==> config.mk <==
export PLATFORM = sky130hd
export DESIGN_NAME = debounced_key_speed_command
export DESIGN_NICKNAME = d
export VERILOG_FILES = /design/src/design/dksc_pkg.sv /design/src/design/dksc_key_scan.sv /design/src/design/dksc_speed_cmd.sv /design/src/design/debounced_key_speed_command.sv
export SDC_FILE = /design/constraint.sdc
export NUM_CORES = 1
export LEC_CHECK = 0
export BUFFER_PORTS_ARGS = -buffer_cell sky130_fd_sc_hd__buf_4
export CORE_MARGIN = 2
export CORE_UTILIZATION = 41
export CTS_BUF_LIST = sky130_fd_sc_hd__clkbuf_4
export DETAILED_ROUTE_END_ITERATION = 6
export HOLD_SLACK_MARGIN = 0.12
export SYNTH_ARGS = -nofsm -noshare
export SYNTH_HDL_FRONTEND = slang
export SYNTH_SLANG_ARGS = --single-unit
==> constraint.sdc <==
create_clock -name clk -period 7.2 [get_ports clk]
set_clock_uncertainty 0.05 [all_clocks]
set_input_delay 0.72 -clock clk [delete_from_list [all_inputs] [get_ports clk]]
set_output_delay 0.72 -clock clk [all_outputs]
set_load 0.005 [all_outputs]
==> src/design/dksc_pkg.sv <==
// Shared types, sizes and event codes of the debounced key speed command block.
package dksc_pkg;

  localparam int NUM_KEYS    = 5;
  localparam int SPEED_WIDTH = 16;
  // Working width for saturating speed arithmetic: room for the config value
  // and two spare bits above the larger of the two widths.
  localparam int SAT_W = ((SPEED_WIDTH > 16) ? SPEED_WIDTH : 16) + 2;

  localparam logic [2:0] EVT_NONE  = 3'd0;
  localparam logic [2:0] EVT_START = 3'd1;
  localparam logic [2:0] EVT_STOP  = 3'd2;
  localparam logic [2:0] EVT_UP    = 3'd3;
  localparam logic [2:0] EVT_DOWN  = 3'd4;
  localparam logic [2:0] EVT_NEG   = 3'd5;

  localparam logic [1:0] REG_DEBOUNCE_TICKS = 2'd0;
  localparam logic [1:0] REG_START_SPEED    = 2'd1;
  localparam logic [1:0] REG_SPEED_STEP     = 2'd2;

  localparam logic [7:0]         DEBOUNCE_RESET = 8'd10;
  localparam logic signed [15:0] START_RESET    = 16'sd1000;
  localparam logic [14:0]        STEP_RESET     = 15'd200;

  typedef struct packed {
    logic [NUM_KEYS-1:0] key_levels;
    logic                motor_running;
  } key_item_t;

  typedef struct packed {
    logic [2:0]         key_event;
    logic signed [15:0] speed_target;
    logic               speed_update;
    logic               start_request;
    logic               stop_request;
  } speed_result_t;

  typedef struct packed {
    logic [7:0]         debounce_ticks;
    logic signed [15:0] start_speed;
    logic [14:0]        speed_step;
  } cfg_regs_t;

endpackage

==> src/design/dksc_key_scan.sv <==
// Per-key debounce counters, press latches and lowest-index press pick.
module dksc_key_scan (
  input  logic                          clk,
  input  logic                          rst,
  input  logic                          update,
  input  logic [dksc_pkg::NUM_KEYS-1:0] key_levels,
  input  logic [7:0]                    debounce_ticks,
  output logic [2:0]                    key_event
);
  import dksc_pkg::*;

  logic [7:0] hold_count [NUM_KEYS];
  logic [7:0] hold_count_next [NUM_KEYS];
  logic [NUM_KEYS-1:0] press_latched;
  logic [NUM_KEYS-1:0] press_latched_next;

  always_comb begin
    logic       found;
    logic [7:0] cnt;
    found = 1'b0;
    key_event = EVT_NONE;
    for (int i = 0; i < NUM_KEYS; i++) begin
      hold_count_next[i]    = hold_count[i];
      press_latched_next[i] = press_latched[i];
      cnt = hold_count[i];
      // keys after the reported one are left untouched this beat
      if (!found) begin
        if (key_levels[i]) begin
          if (cnt < debounce_ticks) begin
            cnt = cnt + 8'd1;
          end
          hold_count_next[i] = cnt;
          if (cnt >= debounce_ticks && !press_latched[i]) begin
            press_latched_next[i] = 1'b1;
            key_event = 3'(i + 1);
            found = 1'b1;
          end
        end else begin
          hold_count_next[i]    = 8'd0;
          press_latched_next[i] = 1'b0;
        end
      end
    end
  end

  always_ff @(posedge clk) begin
    if (rst) begin
      for (int i = 0; i < NUM_KEYS; i++) begin
        hold_count[i] <= 8'd0;
      end
      press_latched <= '0;
    end else if (update) begin
      for (int i = 0; i < NUM_KEYS; i++) begin
        hold_count[i] <= hold_count_next[i];
      end
      press_latched <= press_latched_next;
    end
  end

endmodule

==> src/design/dksc_speed_cmd.sv <==
// Speed target register with saturating set, step, and negate commands.
module dksc_speed_cmd (
  input  logic                   clk,
  input  logic                   rst,
  input  logic                   update,
  input  logic [2:0]             key_event,
  input  logic                   motor_running,
  input  dksc_pkg::cfg_regs_t    cfg,
  output dksc_pkg::speed_result_t result
);
  import dksc_pkg::*;

  localparam logic signed [SAT_W-1:0] SPEED_MAX =
    SAT_W'((64'sd1 <<< (SPEED_WIDTH - 1)) - 64'sd1);
  localparam logic signed [SAT_W-1:0] SPEED_MIN = -SPEED_MAX - SAT_W'(1);

  logic signed [SPEED_WIDTH-1:0] target_rpm;
  logic signed [SPEED_WIDTH-1:0] target_rpm_next;
  logic signed [SAT_W-1:0]       wide_target;
  logic signed [SAT_W-1:0]       wide_step;
  logic signed [SAT_W-1:0]       raw;
  logic                          upd;

  assign wide_target = SAT_W'(target_rpm);
  assign wide_step   = SAT_W'($signed({1'b0, cfg.speed_step}));

  always_comb begin
    upd = 1'b1;
    unique case (key_event)
      EVT_START: raw = SAT_W'(cfg.start_speed);
      EVT_UP:    raw = wide_target + wide_step;
      EVT_DOWN:  raw = wide_target - wide_step;
      EVT_NEG:   raw = -wide_target;
      default: begin
        raw = wide_target;
        upd = 1'b0;
      end
    endcase
    // clamp to the signed range of the target register
    if (raw > SPEED_MAX) begin
      target_rpm_next = SPEED_WIDTH'(SPEED_MAX);
    end else if (raw < SPEED_MIN) begin
      target_rpm_next = SPEED_WIDTH'(SPEED_MIN);
    end else begin
      target_rpm_next = SPEED_WIDTH'(raw);
    end
  end

  always_comb begin
    result.key_event     = key_event;
    result.speed_target  = 16'(target_rpm_next);
    result.speed_update  = upd;
    result.start_request = upd && !motor_running;
    result.stop_request  = (key_event == EVT_STOP);
  end

  always_ff @(posedge clk) begin
    if (rst) begin
      target_rpm <= '0;
    end else if (update) begin
      target_rpm <= target_rpm_next;
    end
  end

endmodule

==> src/design/debounced_key_speed_command.sv <==
// Top level: input register, configuration registers, and result register.
//
// Usage:
//   Input channel (in_valid / in_stall / in_data) carries one tick: the levels
//   of the keys and the motor-running flag. Each accepted beat yields exactly
//   one result beat on the output channel (out_valid / out_stall / out_data):
//   the key pressed this tick (0 for none), the speed target after the tick,
//   and the update, start and stop request flags.
//   Configuration (cfg_valid / cfg_ready / cfg_index / cfg_data) writes the
//   debounce limit, start speed and speed step; cfg_ready is always high and
//   writes belong in idle periods. Unknown indexes are ignored.
// Path: a beat taken into the input register moves on to the result register,
//   with out_valid high, once the output stage can advance.
// Throughput: one beat per cycle while out_stall is low; the debounce state and
//   speed target update in the same cycle a beat moves into the result register.
// Reset: counters, latches and target clear to zero, registers take their
//   defaults (10 ticks, 1000 rpm, 200 rpm), both pipeline stages empty.
// Stall: a held result keeps its stage; the input register then holds too and
//   in_stall rises while it is full, so no beat is lost or repeated.
module debounced_key_speed_command (
  input  logic                    clk,
  input  logic                    rst,
  input  logic                    in_valid,
  output logic                    in_stall,
  input  dksc_pkg::key_item_t     in_data,
  output logic                    out_valid,
  input  logic                    out_stall,
  output dksc_pkg::speed_result_t out_data,
  input  logic                    cfg_valid,
  output logic                    cfg_ready,
  input  logic [1:0]              cfg_index,
  input  logic [15:0]             cfg_data
);
  import dksc_pkg::*;

  cfg_regs_t     cfg;
  key_item_t     s1_item;
  logic          s1_valid;
  logic          advance;
  logic          accept;
  logic          update;
  logic [2:0]    key_event;
  speed_result_t result;

  assign cfg_ready = 1'b1;
  assign advance   = !out_valid || !out_stall;
  assign in_stall  = s1_valid && !advance;
  assign accept    = in_valid && !in_stall;
  assign update    = s1_valid && advance;

  always_ff @(posedge clk) begin
    if (rst) begin
      cfg.debounce_ticks <= DEBOUNCE_RESET;
      cfg.start_speed    <= START_RESET;
      cfg.speed_step     <= STEP_RESET;
    end else if (cfg_valid && cfg_ready) begin
      unique case (cfg_index)
        REG_DEBOUNCE_TICKS: cfg.debounce_ticks <= cfg_data[7:0];
        REG_START_SPEED:    cfg.start_speed    <= $signed(cfg_data);
        REG_SPEED_STEP:     cfg.speed_step     <= cfg_data[14:0];
        default: ;
      endcase
    end
  end

  always_ff @(posedge clk) begin
    if (rst) begin
      s1_valid <= 1'b0;
    end else if (accept) begin
      s1_valid <= 1'b1;
    end else if (advance) begin
      s1_valid <= 1'b0;
    end
  end

  always_ff @(posedge clk) begin
    if (accept) begin
      s1_item <= in_data;
    end
  end

  dksc_key_scan u_key_scan (
    .clk            (clk),
    .rst            (rst),
    .update         (update),
    .key_levels     (s1_item.key_levels),
    .debounce_ticks (cfg.debounce_ticks),
    .key_event      (key_event)
  );

  dksc_speed_cmd u_speed_cmd (
    .clk           (clk),
    .rst           (rst),
    .update        (update),
    .key_event     (key_event),
    .motor_running (s1_item.motor_running),
    .cfg           (cfg),
    .result        (result)
  );

  always_ff @(posedge clk) begin
    if (rst) begin
      out_valid <= 1'b0;
    end else if (advance) begin
      out_valid <= s1_valid;
    end
  end

  // hold the result beat while the receiver stalls
  always_ff @(posedge clk) begin
    if (update) begin
      out_data <= result;
    end
  end

endmodule

# Yosys cells after proc, flatten, opt, wreduce, memory -nomap -nowiden
# Memory sizes are Yosys's and may differ from the RTL's.
# Index checks and enable logic that the tools add are counted.
# word_totals
memories	1
elab_cells	165
ramBits	40
register_bits	90
in_bits	29
output_inout_bits	25
# classes
addsub	8
reduce_logical	31
bitwise_logic	9
eq_ne	12
n_mux	74
magnitude_cmp	12
# mem_list
name	words	word_bits	read_ports	rd_ports_with_merged_regs	wr	line_no	text
u_key_scan.hold_count	5	8	5	0	5	dksc_key_scan.sv:12	logic [7:0] hold_count [NUM_KEYS];
# op_table
cell	n
8-bit two-way mux	28
18-bit one-hot mux with 4 select lines	1
8-bit by 1-bit adder with 8-bit output (second input constant)	5
8-bit greater-or-equal comparator	5
8-bit less-than comparator	5
3-bit two-way mux	13
16-bit two-way mux	2
1-bit two-way mux	30
18-bit by 16-bit greater-than comparator with 1-bit output (second input constant)	1
18-bit by 16-bit less-than comparator with 1-bit output (second input constant)	1
16-bit negation with 18-bit output	1
16-bit by 16-bit adder with 17-bit output	1
16-bit by 16-bit subtractor with 17-bit output	1
3-bit AND reduction	4
1-bit zero test	10
2-bit by 1-bit inequality test with 1-bit output (second input constant)	5
1-bit logical AND	9
2-bit AND reduction	4
3-bit by 2-bit == test with 1-bit output (second input constant)	2
3-bit == test (second input constant)	2
1-bit OR	5
1-bit NOT	4
4-bit OR reduction	1
3-bit by 1-bit == test with 1-bit output (second input constant)	1
5 further kinds	5

# Depth between registers and ports, before layout
# Gate-level depths: netlist (run 1).
# An unclocked memory read counts as a cell.
# logic_depth
ltp_word	37
depth_mapped	25
depth_no_buf	23

# Hierarchy
# A second synthesis (run 1) with hierarchy kept.
# unflattened
cells_unflattened	1134
hier_area_um2	10109.7
# modules_own_cells
mod	area_per_inst_um2	seq_area_each_um2	cells_per_inst	instances
dksc_key_scan	4311.6	1301.2	465	1
dksc_speed_cmd	3264.4	320.3	474	1
debounced_key_speed_command	2533.7	1661.6	195	1

# Least setup slack after synthesis (run 1)
# No wires, ideal clock.
# synth_path
path_kind	register -> register
from	register cfg[32] (netlist name)
to	register out_data[16] in the netlist's numbering, data pin
path_stages_with_launch	26
path_buffers	3
slack_ns	1.783
synth_period_minus_slack_ns	5.417
arrival_time_ns	5.104
cell_sequence	dfxtp_1 inv_1 ha_1 a21o_1 a21o_1 a21o_1 a21o_1 a21o_1 a21o_1 a21oi_1 nand3_1 xnor2_1 ha_1 a21o_1 a21oi_1 a211o_1 or2_1 buf_2 and4_1 clkbuf_1 a221o_1 a222oi_1 o22ai_2 buf_2 o31ai_1 nand2_1
# synth_rtl
element	line_no	text
end signal, assigned	debounced_key_speed_command.sv:112	out_data <= result;
end, declared	debounced_key_speed_command.sv:28	output dksc_pkg::speed_result_t out_data,

# Final worst setup path (run 1)
# layout_path
from	register cfg[32] (netlist name)
to	register u_speed_cmd.target_rpm[11]
# layout_between
elab_chain_len	24
# layout_rtl
element	line_no	text
8-bit less-than comparator	dksc_key_scan.sv:29	if (cnt < debounce_ticks) begin
8-bit two-way mux	dksc_key_scan.sv:29	
8-bit two-way mux	dksc_key_scan.sv:28	if (key_levels[i]) begin
8-bit greater-or-equal comparator	dksc_key_scan.sv:33	if (cnt >= debounce_ticks && !press_latched[i]) begin
1-bit logical AND	dksc_key_scan.sv:33	
1-bit two-way mux	dksc_key_scan.sv:33	
3-bit two-way mux	dksc_key_scan.sv:28	
3-bit two-way mux	dksc_key_scan.sv:33	
[... 8 more ...]	n/a	
3-bit two-way mux	dksc_key_scan.sv:33	
3-bit two-way mux	dksc_key_scan.sv:28	
3-bit two-way mux (*)	dksc_key_scan.sv:27	if (!found) begin
3-bit == test (tied with other cells)	dksc_speed_cmd.sv:29	unique case (key_event)
18-bit one-hot mux with 4 select lines (*)	dksc_speed_cmd.sv:29	
18-bit by 16-bit less-than comparator with 1-bit output	dksc_speed_cmd.sv:42	end else if (raw < SPEED_MIN) begin
16-bit two-way mux	dksc_speed_cmd.sv:42	
16-bit two-way mux (*)	dksc_speed_cmd.sv:40	if (raw > SPEED_MAX) begin
end signal, assigned	dksc_speed_cmd.sv:61	target_rpm <= target_rpm_next;
end, declared	dksc_speed_cmd.sv:17	logic signed [SPEED_WIDTH-1:0] target_rpm;
# Every way passes the cells marked *; elsewhere a longest branch is shown, timed or not. The select of a mux whose other input is x is not followed.
# A chain may end at the register's enable or synchronous reset.

==> results list, run 1 <==
- Result of the run: completed
- Multiplexer fraction of the synthesized cell area: 2.69%
- After synthesis, the share of flip-flops with an asynchronous set or reset is 0%.
- Clk root buf: sky130_fd_sc_hd__clkbuf_4
* Post-synthesis average cell area: 8.93 µm²
- RSZ-0062 raised after global routing: no
- The die covers 0.0245 mm².
- Cell accounting for the most synthesized area: sky130_fd_sc_hd__edfxtp_1
- The number of clock buffers added by TritonCTS is 17.
- After detailed routing, the average wire length per cell comes to 17.9 µm.
- The cell that appears most often on the critical path is sky130_fd_sc_hd__a21o_1.
- Post-detailed-placement half-perimeter wirelength: 18100 µm
- Number of gates given a new drive strength after cts: 0
* Synth Cell Area: 0.00954 mm²
* Synth area leaders: sky130_fd_sc_hd__edfxtp_1, sky130_fd_sc_hd__ha_1, sky130_fd_sc_hd__dfxtp_1
- In the final design database the tool counted 1243 nets.
- Most frequent cells in the layout: sky130_fd_sc_hd__ha_1, sky130_fd_sc_hd__nand2_1, sky130_fd_sc_hd__nor2_1
- Max cap viols: 0
- Number of top-level pins: 54
- Depth of the worst register-to-register path: 20
* Synthesized-area fraction occupied by xor and xnor cells: 3.67%
- The Yosys step of the flow raised 0 warnings.
* Antenna-violating nets left: 0
- Global routing consumed, over all layers together, 20.9% of the routing resources.
- The first global-routing pass estimated 40100 µm of wire.
* Number of buffers on the longest clock path: 2
- The worst path needs 6.47 ns of the cycle, external delays included.
- At the later pin of the worst-skew pair, clock insertion delay measures 0.57 ns.
- Tightest slew margin relative to the limit: 37.0%
* Number of buffers added to fix hold violations after cts: 0
- Beginning of the worst register-to-register path: cfg[32]$_SDFFE_PP1P_
- CTS sink count: 130
* Fill count: 2240
* Vias per std cell: 5.68
- Length of the first detailed-routing pass in iterations: 6
- In this run the tool buffered the top-level ports with 52 buffer cells.
- For this block, the initial DRC count from the detailed router was 610.
* Netlist cell types: 72
* Slowest-stage cell, CP: sky130_fd_sc_hd__and4_1
- Htree depth: 4
* Maximum clock frequency: 154 MHz
* Layout Area Growth over Synthesis: 8.96%
- Synthesis produced a netlist whose cell count is 1068.
- Finish-stage setup viols: 0
* Number of synthesized flops with an enable pin: 68
- At the pin with the least slew margin, the transition time is 0.934 ns.
* Worst hold path endpoint: s1_item[4]$_DFFE_PP_
- After floorplanning, the core was divided into 55 placement rows.
- Power per cell area: 191 mW/mm²
* Leakage dissipation: 4.48 nW
- In this run the most critical hold path is launched from in_data[4].
* Synthesized-area fraction occupied by and/or/nand/nor cells: 20.0%
- After clock tree synthesis, the setup repair step added 0 buffers.
* Kind of capture point of the worst setup path: flop
* Setup TNS after final layout: 0 ns
- Peak supply drop: 0.0793 mV
* Die height: 157 µm
- Category of the critical setup timing path: flop to flop
- Routability-driven placement finished with a final weighted congestion of 0.903.
- Number of hold violations in the final report: 0
- Once layout is complete, the utilization of the core stands at 45.8%.
- Entering global routing, the biggest net connects 69 pins.
- Along the worst hold path, the cell count comes to 1.
- The signal on the critical path passes through inv_1 > ha_1 > a21o_1 > a21o_1 > a21o_1 > a21o_1 > a21o_1 > a21o_1 > a21oi_1 > mux2_2 > ha_1 > a2111oi_0 > o211a_1 > or2_1 > and4_1 > a221o_1 > a222oi_1 > o22ai_2 > o21ai_0 > a211oi_1.
- Most used DFF post-synth: sky130_fd_sc_hd__edfxtp_1
- For the worst setup path, the data arrival time is 6.90 ns.
- Commonest non-fill, non-tap cell in the layout: sky130_fd_sc_hd__ha_1
* Slew Viols, Final: 0
- In this run the horizontal extent of the chip is 157 µm.
- After synthesis, the largest family of logic cells by area is compound AO/OA/AOI/OAI gates.
- Of the total synthesized cell area, the portion taken by full adders, half adders and majority gates is 15.0%.
* Total of flip-flops plus latches after synthesis: 130
- Summed over its instances, the top area cell type makes up 21.4% of the synthesized netlist area.
* Initial core utilization: 42.0%
- TritonCTS built the clock tree.
- Seq/Total Area, Yosys: 34.4%
- Routed vias: 7958
- Summed over all layers, the global routing overflow is 0.
* Peak fanout along the critical path: 17
- In the routed design, unresolved DRC markers number 0.
* Area inside the core boundary: 0.0227 mm²
- Via count of the first global-routing pass: 7485
- Reg2Reg Capture Point: u_speed_cmd.target_rpm[11]$_SDFFE_PP0P_
* Share of final-layout standard cells stronger than drive strength 1: 12.0%
- STA puts the critical path data required time at 7.62 ns.
- The worst register-to-register path has a setup slack of 0.73 ns.
- Clock transition at the registers of the reported paths: 0.12 ns
* Compound-cell area share of the yosys netlist: 20.3%
- The final critical path takes up 89.9% of the cycle.
- The final layout contains routed wiring with a total length of 25100 µm.
* Delay of the slowest cell on the worst path: 0.68 ns
* Nature of the critical path startpoint: flop
* Net count after synthesis: 1210
- The min-delay analysis places its worst path in the category input pin to flop.
* Number of antenna violations at the first check in global routing: 2
==> through the flow <==
| step | hold slack (ns) | area, µm² | std cells | setup slack (ns) | power [mW] |
|---|---|---|---|---|---|
| after floorplan | 0.386 | 9540 | 1068 | 1.78 | 1.37 |
| after global placement | 0.405 | 10200 | 1367 | 0.953 | 1.55 |
| after detailed placement | 0.416 | 10200 | 1367 | 0.758 | 1.56 |
| after CTS | 0.242 | 10400 | 1399 | 0.717 | 1.99 |
| after global routing | 0.226 | 10400 | 1400 | 0.214 | 2.11 |
| final | 0.278 | 10400 | 1400 | 0.726 | 1.98 |
==> power by group <==
| part | internal (mW) | switching (mW) | leakage [nW] |
|---|---|---|---|
| Sequential | 0.852 | 0.0649 | 1.20 |
| Combinational | 0.267 | 0.368 | 3.16 |
| Clock | 0.132 | 0.297 | 0.125 |
| Total | 1.25 | 0.730 | 4.48 |
==> layout make-up <==
class / count / area, µm² / share of cell area [%]
sequential: 130 / 3280 / 31.6
clock buffer: 17 / 128 / 1.23
multi-input combinational: 842 / 5890 / 56.6
tap: 285 / 357 / 3.43
timing repair buffer: 62 / 465 / 4.48
antenna: 1 / 2.50 / 0.0241
clock inverter: 15 / 92.6 / 0.891
inverter: 48 / 180 / 1.73
==> layer usage <==
layer	track usage [%]	vias to the layer above	share of wire (%)
met2	30.0	218	41
met3	3.71	24	6.3
li1	-	3998	-
met1	31.6	3718	51
met5	0	-	0
met4	6.42	0	1.4
==> worst max-delay path, delay by kind of cell (launching register included) <==
kind	cells	cell delay, ns
compound gates	14	3.72
fa+ha+maj	2	0.57
buf+inv	1	0.34
flops	1	0.32
mux	1	0.41
simple gates	2	0.97
==> cell usage after synthesis, types with 11 or more instances <==
| master | n |
|---|---|
| sky130_fd_sc_hd__a211oi_1 | 27 |
| sky130_fd_sc_hd__a21o_1 | 47 |
| sky130_fd_sc_hd__a21oi_1 | 71 |
| sky130_fd_sc_hd__a221oi_1 | 12 |
| sky130_fd_sc_hd__clkbuf_1 | 40 |
| sky130_fd_sc_hd__dfxtp_1 | 62 |
| sky130_fd_sc_hd__edfxtp_1 | 68 |
| sky130_fd_sc_hd__ha_1 | 111 |
| sky130_fd_sc_hd__inv_1 | 48 |
| sky130_fd_sc_hd__mux2i_1 | 20 |
| sky130_fd_sc_hd__nand2_1 | 110 |
| sky130_fd_sc_hd__nand2b_1 | 18 |
| sky130_fd_sc_hd__nand3_1 | 37 |
| sky130_fd_sc_hd__nand4_1 | 20 |
| sky130_fd_sc_hd__nor2_1 | 88 |
| sky130_fd_sc_hd__nor2b_1 | 22 |
| sky130_fd_sc_hd__nor3_1 | 18 |
| sky130_fd_sc_hd__o21ai_0 | 26 |
| sky130_fd_sc_hd__or2_2 | 22 |
| sky130_fd_sc_hd__or3_1 | 11 |
| sky130_fd_sc_hd__xnor2_1 | 25 |
| sky130_fd_sc_hd__xor2_1 | 15 |
==> sequential cells by signal, summed over array words and instances (netlist names) <==
signal and flops:
u_key_scan.hold_count 40, u_speed_cmd.target_rpm 16, out_valid 1, s1_valid 1, cfg 39, s1_item 6
u_key_scan.press_latched 5, out_data 22
==> worst max-delay path by stage <==
| stage | startpoint | to | cells after the start |
|---|---|---|---|
| 3_5_place_dp | cfg[32]$_SDFFE_PP1P_ | u_speed_cmd.target_rpm[11]$_SDFFE_PP0P_ | 20 |
| 2_1_floorplan | cfg[32]$_SDFFE_PP1P_ | out_data[16]$_DFFE_PP_ | 25 |
| 4_1_cts | cfg[32]$_SDFFE_PP1P_ | u_speed_cmd.target_rpm[11]$_SDFFE_PP0P_ | 20 |
| 6_report | cfg[32]$_SDFFE_PP1P_ | u_speed_cmd.target_rpm[11]$_SDFFE_PP0P_ | 20 |
| 5_1_grt | cfg[32]$_SDFFE_PP1P_ | u_speed_cmd.target_rpm[11]$_SDFFE_PP0P_ | 21 |
| 3_3_place_gp | cfg[32]$_SDFFE_PP1P_ | u_speed_cmd.target_rpm[11]$_SDFFE_PP0P_ | 21 |
==> logic make-up after synthesis <==
| group | after synthesis |
|---|---|
| buf+inv | 96 |
| flops | 130 |
| mux | 25 |
| other cells | 1 |
| compound gates | 277 |
| xor+xnor | 40 |
| simple gates | 386 |
| fa+ha+maj | 113 |
Power figures use the tool's default switching activity.
==> run 2: changes to the inputs <==
--- a/config.mk
+++ b/config.mk
@@ -6,11 +6,14 @@
 export NUM_CORES = 1
 export LEC_CHECK = 0
 export BUFFER_PORTS_ARGS = -buffer_cell sky130_fd_sc_hd__buf_4
+export CELL_PAD_IN_SITES_DETAIL_PLACEMENT = 0
+export CELL_PAD_IN_SITES_GLOBAL_PLACEMENT = 1
 export CORE_MARGIN = 2
 export CORE_UTILIZATION = 41
 export CTS_BUF_LIST = sky130_fd_sc_hd__clkbuf_4
 export DETAILED_ROUTE_END_ITERATION = 6
 export HOLD_SLACK_MARGIN = 0.12
+export PLACE_DENSITY_LB_ADDON = 0.1
 export SYNTH_ARGS = -nofsm -noshare
 export SYNTH_HDL_FRONTEND = slang
 export SYNTH_SLANG_ARGS = --single-unit
==> run 2 against run 1 <==
  * Critical path depth grew 2
  * Sequential cell count is the same
  * First-iteration DRC count shrank 19%
  * Worst hold slack gained 0.012 ns
  * Clock power grew 18%
  * Register-to-register slack gained 0.18 ns
  * Critical endpoint is now out_data[3]$_DFFE_PP_
  * Largest power group unchanged
==> results list, run 2 (synthesis results as in run 1) <==
* Result of the run: completed (unchanged)
- Clk root buf: sky130_fd_sc_hd__clkbuf_4 (unchanged)
- The via density per instance came to 5.68 (about the same).
- The global-route wire length before repair is 41400 µm (was 40100 µm).
* Setup slack of the worst register-to-register path: 0.90 ns (was 0.73 ns)
- Power per cell area: 197 mW/mm² (was 191 mW/mm²)
- Required time of the worst setup path: 7.45 ns (was 7.62 ns)
- Global Route met3 Usage: 3.57% (was 3.71%)
* Grt total ovfl: 0 (unchanged)
- Number of instances on the worst hold path: 1 (unchanged)
* Depth of the worst register-to-register path: 22 (was 20)
- Area inside the core boundary: 0.0227 mm² (unchanged)
* Setup TNS after final layout: 0 ns (unchanged)
- Registers with the highest flip-flop counts: u_key_scan.hold_count (40), cfg (39), out_data (22) (unchanged)
* Tot GR Track Use: 21.8% (was 20.9%)
* Clock transition at the registers of the reported paths: 0.12 ns (about the same)
- The top-level port count came to 54 (unchanged).
* Grt met2 use: 30.4% (was 30.0%)
- Kind of capture point of the worst setup path: flop (unchanged)
* Dpl cells: 1369 (was 1367)
* RSZ-0062 raised after global routing: no (unchanged)
- The number of buffers inserted by hold repair at cts came to 0 (unchanged).
* Leakage dissipation: 4.51 nW (was 4.48 nW)
- The final net count was 1245 (was 1243).
- The TritonCTS sink count came to 130 (unchanged).
* Routed vias: 7958 (unchanged)
- The largest register by flop count was u_key_scan.hold_count (unchanged).
* Maximum number of pins on one net before global-route repair: 69 (unchanged)
- The endpoint arrival time on the critical path was 6.55 ns (was 6.90 ns).
* Nature of the critical path startpoint: flop (unchanged)
- Chip Width: 157 µm (unchanged)
- Most frequent cells in the layout: sky130_fd_sc_hd__ha_1, sky130_fd_sc_hd__nand2_1, sky130_fd_sc_hd__nor2_1 (unchanged)
* Share of final-layout standard cells stronger than drive strength 1: 12.4% (was 12.0%)
* Post-detailed-placement half-perimeter wirelength: 19200 µm (was 18100 µm)
- Count of placed standard cells in the final layout, fillers left out: 1402 (was 1400)
* Average detailed-routed wire length per instance: 18.6 µm (was 17.9 µm)
- Number of buffers on the longest clock path: 2 (unchanged)
* Via count of the first global-routing pass: 7318 (was 7485)
* Post-CTS setup repair buffer count: 0 (unchanged)
* Reg2Reg Capture Point: out_data[3]$_DFFE_PP_ (was u_speed_cmd.target_rpm[11]$_SDFFE_PP0P_)
- The area of all placed cells without fillers came to 0.0105 mm² (was 0.0104 mm²).
- The largest fanout on the critical path is 17 (unchanged).
- Finish-stage setup viols: 0 (unchanged)
* Clock latency on the worst-skew pair: 0.56 ns (was 0.57 ns)
* Layout Area Growth over Synthesis: 9.76% (was 8.96%)
- The final-layout fill cell count was 2306 (was 2240).
* Die ar.: 0.0245 mm² (unchanged)
* Final Critical Period: 6.30 ns (was 6.47 ns)
* Placed cell areas: 0.0102 mm² (about the same)
* Category of the critical setup timing path: flop to flop (unchanged)
* Clock buffer count from CTS: 17 (unchanged)
* Commonest non-fill, non-tap cell in the layout: sky130_fd_sc_hd__ha_1 (unchanged)
- The number of design rule violations left after detail routing was 0 (unchanged).
- The level count of the clock H-tree came to 4 (unchanged).
- The startpoint of the worst-slack reg-to-reg timing path is cfg[32]$_SDFFE_PP1P_ (unchanged).
- The first-pass iteration count of the detailed router was 5 (was 6).
- Met1 usage in global routing: 34.6% (was 31.6%)
- Placer's final routability congestion estimate: 0.872 (was 0.903)
- Number of antenna violations at the first check in global routing: 1 (was 2)
- Initial core utilization: 42.0% (unchanged)
- Routed wire length: 26100 µm (was 25100 µm)
- The maximum vdd drop came to 0.0843 mV (was 0.0793 mV).
- Initial DRC Count: 496 (was 610)
* Worst Hold Launch: in_data[1] (was in_data[4])
* Worst hold path endpoint: s1_item[1]$_DFFE_PP_ (was s1_item[4]$_DFFE_PP_)
* Number of cell rows: 55 (unchanged)
- Tightest slew margin relative to the limit: 38.8% (was 37.0%)
- CTS tree: built (unchanged)
- Number of flip-flops in the largest register: 40 (unchanged)
* Most Used Layer, Global Route: met1 (unchanged)
* Die height: 157 µm (unchanged)
- The max-capacitance violation count came to 0 (unchanged).
- The smallest hold slack is 0.290 ns (was 0.278 ns).
- Slew of the pin with the lowest slew margin: 0.915 ns (was 0.934 ns)
- The highest attainable clock frequency came to 159 MHz (was 154 MHz).
* Number of I/O port buffers: 52 (unchanged)
- The count of antenna-violating nets left after detailed routing came to 0 (unchanged).
* Number of hold violations in the final report: 0 (unchanged)
- Fraction of the cycle the final worst path needs: 87.4% (was 89.9%)
- The class of the most critical hold timing path is input pin to flop (unchanged).
- Number of gates given a new drive strength after cts: 0 (unchanged)
- Slew Viols, Final: 0 (unchanged)
## run 2: metrics by stage
step,utilization [%],power [mW],setup slack [ns]
5_1_grt,46.1,2.20,0.384
3_3_place_gp,44.9,1.56,1.02
2_1_floorplan,-,1.37,1.78
3_5_place_dp,44.9,1.56,0.950
6_report,46.1,2.06,0.904
4_1_cts,46.1,2.08,0.933
## run 2: routing by layer
metal,wire (µm),part of all wire [%]
met5,0,0
met4,215,0.82
met3,1420,5.4
met2,10300,40
met1,14100,54
## run 2: final cells by class
| class | count | area (µm²) | share of cell area, % |
|---|---|---|---|
| Antenna cell | 1 | 2.50 | 0.0239 |
| Clock buffer | 18 | 135 | 1.29 |
| Clock inverter | 14 | 139 | 1.33 |
| Inverter | 48 | 180 | 1.72 |
| Multi-Input combinational cell | 842 | 5900 | 56.3 |
| Sequential cell | 130 | 3280 | 31.4 |
| Tap cell | 285 | 357 | 3.41 |
| Timing Repair Buffer | 64 | 480 | 4.59 |
## run 2: worst max path at each step
stage,cells after the start,end,slack [ns],from
floorplan,25,out_data[16]$_DFFE_PP_,1.78,cfg[32]$_SDFFE_PP1P_
global placement,22,out_data[3]$_DFFE_PP_,1.02,cfg[32]$_SDFFE_PP1P_
detailed placement,22,out_data[3]$_DFFE_PP_,0.95,cfg[32]$_SDFFE_PP1P_
CTS,22,out_data[3]$_DFFE_PP_,0.93,cfg[32]$_SDFFE_PP1P_
global route,22,out_data[3]$_DFFE_PP_,0.38,cfg[32]$_SDFFE_PP1P_
finish,22,out_data[3]$_DFFE_PP_,0.90,cfg[32]$_SDFFE_PP1P_
## run 2: critical path, stage by stage (launching register included)
cell and delay [ns]:
sky130_fd_sc_hd__dfxtp_1 0.31, sky130_fd_sc_hd__inv_1 0.32, sky130_fd_sc_hd__ha_1 0.31, sky130_fd_sc_hd__a21o_1 0.16, sky130_fd_sc_hd__a21o_1 0.18, sky130_fd_sc_hd__a21o_1 0.19, sky130_fd_sc_hd__a21o_1 0.17, sky130_fd_sc_hd__a21o_1 0.16
sky130_fd_sc_hd__a21o_1 0.20, sky130_fd_sc_hd__a21oi_1 0.42, sky130_fd_sc_hd__nand4_1 0.24, sky130_fd_sc_hd__xnor2_1 0.18, sky130_fd_sc_hd__ha_1 0.30, sky130_fd_sc_hd__nand4_1 0.12, sky130_fd_sc_hd__o31ai_1 0.40, sky130_fd_sc_hd__nand3b_1 0.31
sky130_fd_sc_hd__and4_1 0.27, sky130_fd_sc_hd__buf_4 0.20, sky130_fd_sc_hd__a221o_1 0.31, sky130_fd_sc_hd__a222oi_1 0.46, sky130_fd_sc_hd__a211o_2 0.40, sky130_fd_sc_hd__o2111ai_1 0.18, sky130_fd_sc_hd__and2_1 0.19
## run 2: power by group
group | leakage, nW | internal (mW) | switching, mW
Combinational | 3.17 | 0.267 | 0.370
Sequential | 1.20 | 0.852 | 0.0672
Clock | 0.146 | 0.208 | 0.299
Total | 4.51 | 1.33 | 0.736
